File: src/hw/rtl/assert_macros.svh
// Assertion macros used by the allocator RTL.
// Include with the bare file name; no other dependencies.
`ifndef ASSERT_MACROS_SVH
`define ASSERT_MACROS_SVH
// Implication checked on every clock edge outside reset.
`define ASSERT_IMP(label, clk, rst_n, ante, cons, msg) \
    label: assert property (@(posedge clk) disable iff (!rst_n) (ante) |-> (cons)) \
        else $error(msg);
// Implication whose consequent is checked in the cycle after the antecedent.
`define ASSERT_NEXT(label, clk, rst_n, ante, cons, msg) \
    label: assert property (@(posedge clk) disable iff (!rst_n) (ante) |=> (cons)) \
        else $error(msg);
`endif

File: src/hw/rtl/ffra_pkg.sv
// Package for the first-fit region allocator: widths, codes and FSM states.
// No dependencies.
package ffra_pkg;
    localparam int MaxSegments = 64;
    localparam int IdxW = $clog2(MaxSegments);
    localparam int CntW = IdxW + 1;
    localparam int AddrW = 32;
    localparam logic [31:0] PoolReset = 32'd67108864;

    localparam logic [1:0] StOk = 2'd0;
    localparam logic [1:0] StNoFit = 2'd1;
    localparam logic [1:0] StFull = 2'd2;
    localparam logic [1:0] StZero = 2'd3;

    localparam logic ActAlloc = 1'b0;
    localparam logic ActFree = 1'b1;

    localparam logic [0:0] RegPoolSize = 1'd0;

    typedef enum logic [3:0] {
        S_IDLE,
        S_ARD,   // alloc scan: memory read in flight
        S_ACHK,  // alloc scan: compare
        S_RRD,   // free: right-neighbor scan read
        S_RCHK,
        S_LRD,   // free: left-neighbor scan read
        S_LCHK,
        S_SHRD,  // shift read
        S_SHWR,  // shift write
        S_FIN,   // read entry 0 for the all-free flag
        S_FIN2,
        S_OUT
    } t_state;
endpackage

File: src/hw/rtl/ffra_seg_ram.sv
// Segment table memory: one write port and one registered read port.
// Depends on ffra_pkg.
module ffra_seg_ram (
    input  logic                   i_clk,
    input  logic                   i_we,
    input  logic [ffra_pkg::IdxW-1:0] i_waddr,
    input  logic [63:0]            i_wdata,
    input  logic [ffra_pkg::IdxW-1:0] i_raddr,
    output logic [63:0]            o_rdata
);
    import ffra_pkg::*;

    // Each word holds {length, offset}.
    logic [63:0] r_mem [MaxSegments];
    logic [63:0] r_rdata;

    always_ff @(posedge i_clk) begin
        if (i_we) begin
            r_mem[i_waddr] <= i_wdata;
        end
        r_rdata <= r_mem[i_raddr];
    end

    assign o_rdata = r_rdata;
endmodule

File: config.mk
export PLATFORM = sky130hd
export DESIGN_NAME = ffra_seg_ram
export DESIGN_NICKNAME = d
export VERILOG_FILES = /design/src/hw/rtl/assert_macros.svh /design/src/hw/rtl/ffra_pkg.sv /design/src/hw/rtl/ffra_seg_ram.sv
export SDC_FILE = /design/constraint.sdc
export NUM_CORES = 2
export LEC_CHECK = 0
export BUFFER_PORTS_ARGS = -buffer_cell sky130_fd_sc_hd__buf_2
export CAP_MARGIN = 10
export CORE_MARGIN = 2
export CORE_UTILIZATION = 55
export CTS_CLUSTER_DIAMETER = 200
export DETAILED_ROUTE_END_ITERATION = 8
export MAX_ROUTING_LAYER = met4
export PLACE_DENSITY = 0.71
export SETUP_SLACK_MARGIN = 0.15
export SYNTH_ARGS = -nofsm -noshare
export SYNTH_HDL_FRONTEND = slang
export SYNTH_SLANG_ARGS = --single-unit
File: constraint.sdc
create_clock -name i_clk -period 12.8 [get_ports i_clk]
set_input_delay 2.56 -clock i_clk [delete_from_list [all_inputs] [get_ports i_clk]]
set_output_delay 2.56 -clock i_clk [all_outputs]
set_load 0.1 [all_outputs]
==> impl_metrics.toml <==
[sta]
drv_slew = 0
hold_viol_final = 0
post-route-period-util_pct = 46.4
rsz0062_at_grt = "false"
tns_ps = 0
skew_ps = 53.2
hold_slack_ps = 829
setup_ws_ps = 6870
finalCriticalPeriod_ps = 5930
timing.fmax_mhz = 169
worst_slew_pin_slew_ps = 1280
slew_headroom_pct = 14.6
setup_viol = 0

[cts]
cts_sinks = 4160
max-clock-path-buffers = 4
cts_resized = 0
htree_levels = 5
clk_latency_ps = 940
numCtsBuffers = 400
cts_tree = "built"
cts_setup_buffers = 0
root_buffer = "clkbuf_16"
path_clk_slew_ps = 60
ctsHoldBuffers = 0

[synthesis]
syn_nets = 6676
synthXorXnorAreaFrac_pct = 0
ys_seq_elements = 4160
syn_avg_cell_area_um2 = 23.7
synth_area_mm2 = 0.156
ys_types = 33
synth_flop_cell = "edfxtp_1"
synthAdderAreaFrac_pct = 0
synth_compound_area_share_pct = 2.48
syn_inst = 6598
synth_edf_count = 4096
yosys.area_share.simple_pct = 1.24
seq_area_frac_synth_pct = 79.5
async_flop_share_pct = 0
synth_mux_area_share_pct = 15.6
synth_top_family_by_area = "multiplexers"
ys_warn_count = 0

[detailed_routing]
first_pass_iters = 6
vias = 76895
routedWlPerCell_um = 37.9
ant_nets = 0
viasPerCell = 6.94
drt_iter0_markers = 12180
drc = 0
drt-total-wl_um = 420000

[critical_path]
crit_arrival_ps = 6820
start_kind = "input pin"
worstSetupPathType = "input pin to flop"
end_kind = "flop"
path_max_fanout = 77
required_ps = 13680
ff2ff_path_depth = 6

[global_route]
grt_max_degree = 127
grt_pass1_vias = 75484
track_usage_pct = 30.0
grt_pass1_wl_um = 584000
grt_overflow_total = 0
antenna_found_initial = 33

[run]
cap_violations = 0

[placed_design]
dp_cells = 10303
pre_cts_ws_ps = 6030
io_buffers = 141
dpl-instance-area_mm2 = 0.162
gp_congestion = 0.805
hpwl_um = 214000

[layout]
nets = 7040
fillers = 18498
final_util_pct = 62.1
design_area_mm2 = 0.175
layout-drive-gt1-share_pct = 27.9
area_growth_pct = 12.1
final_cells = 11073

[floorplan]
num_rows = 195
die_h_um = 537
io_pins = 142
start_util_pct = 55.3
die_area_mm2 = 0.289
dieWidth_um = 537
fp.coreArea_mm2 = 0.283

[status]
status = "finished clean"

[power]
power_mw = 28.5
max-vdd-ir-drop_uv = 195
p_per_area_mw_per_mm2 = 162
p_leak_nw = 54.6

[worst_hold_path]
hold_depth = 4
hold_path.class = "flop to flop"
## registers in the layout, indices dropped and copies added (netlist names)
register / flops
o_rdata: 64
r_mem: 4096
## layout make-up
cell class | instances | area (um^2) | area share (%)
antenna | 32 | 80.1 | 0.0457
multi-input combinational | 2049 | 30800 | 17.6
sequential | 4160 | 124000 | 70.9
clock buffer | 525 | 10700 | 6.12
timing repair buffer | 332 | 2300 | 1.31
tap | 3743 | 4680 | 2.67
clock inverter | 213 | 2400 | 1.37
inverter | 19 | 71.3 | 0.0407
## where the power goes
part / leakage, nW / total (mW) / internal, mW / switching (mW)
clock: 6.37 / 11.9 / 6.85 / 5.01
sequential: 37.4 / 15.2 / 15.1 / 0.0744
combinational: 10.8 / 1.46 / 0.459 / 0.997
## synth_stat cells, types with 34 or more instances
cell type / count / share of area, %
a22o_1: 88 / 0.49
clkbuf_1: 140 / 0.34
o221ai_1: 38 / 0.21
a211oi_1: 63 / 0.30
nor2_1: 112 / 0.27
mux4_2: 1024 / 15
buf_4: 34 / 0.16
a22oi_1: 168 / 0.81
nand3_1: 45 / 0.14
buf_2: 170 / 0.54
edfxtp_1: 4096 / 79
and3_1: 64 / 0.26
mux2i_1: 135 / 0.86
nand2_1: 58 / 0.14
dfxtp_1: 64 / 0.82
o22ai_1: 83 / 0.33
## cells in the final DEF (no fill, tap or decap), types with 8 or more instances in the layout
master         n
a22o_1        88
bufinv_16     46
buf_12        11
clkbuf_8      19
nor2_4        65
a31oi_1       18
nand2b_1       9
o22ai_1       83
mux2i_1      135
clkbuf_1     103
inv_1         19
a211oi_1      60
or3_1         29
o221ai_1      38
a2bb2oi_1     19
edfxtp_1    4096
or2_2         28
diode_2       32
dfxtp_1       64
clkinvlp_4    16
nor2_1        47
buf_2        138
nor2b_1       24
clkbuf_16    403
clkinv_2      61
nand3_1       45
buf_4        181
a41oi_1       26
a22oi_1      168
nand2_1       56
and3_1        64
inv_6          8
mux4_2      1024
clkinv_1      65
## metal layers
layer,share of wire (%),track usage (%),up-vias,wire length [um]
met5,0,-,-,0
met2,48,45.5,5565,200000
met4,4.2,11.4,0,17600
li1,-,-,29246,-
met3,12,6.43,952,49200
met1,36,40.6,41132,152000
## final timing paths
path	to	slack (ps)	from
worst max-delay path	o_rdata[1]	6870	i_raddr[2]
worst min-delay path	o_rdata[14]	830	r_mem[36][14]
worst min register to register	o_rdata[14]	830	r_mem[36][14]
worst max register to register	o_rdata[1]	10580	r_mem[54][1]
## critical path, stage by stage
cell and delay (ps):
buf_8 420, buf_4 820, and2_4 480, buf_4 660, buf_4 900, a22oi_1 200
and3_1 230, a211oi_1 240, buf_4 150
## logic make-up after synthesis
logic type / count (synthesis)
and+or+nand+nor: 386
AOI/OAI and AO/OA: 504
buffers and inverters: 389
DFF: 4160
muxes: 1159
(Power assumes the default switching activity.)
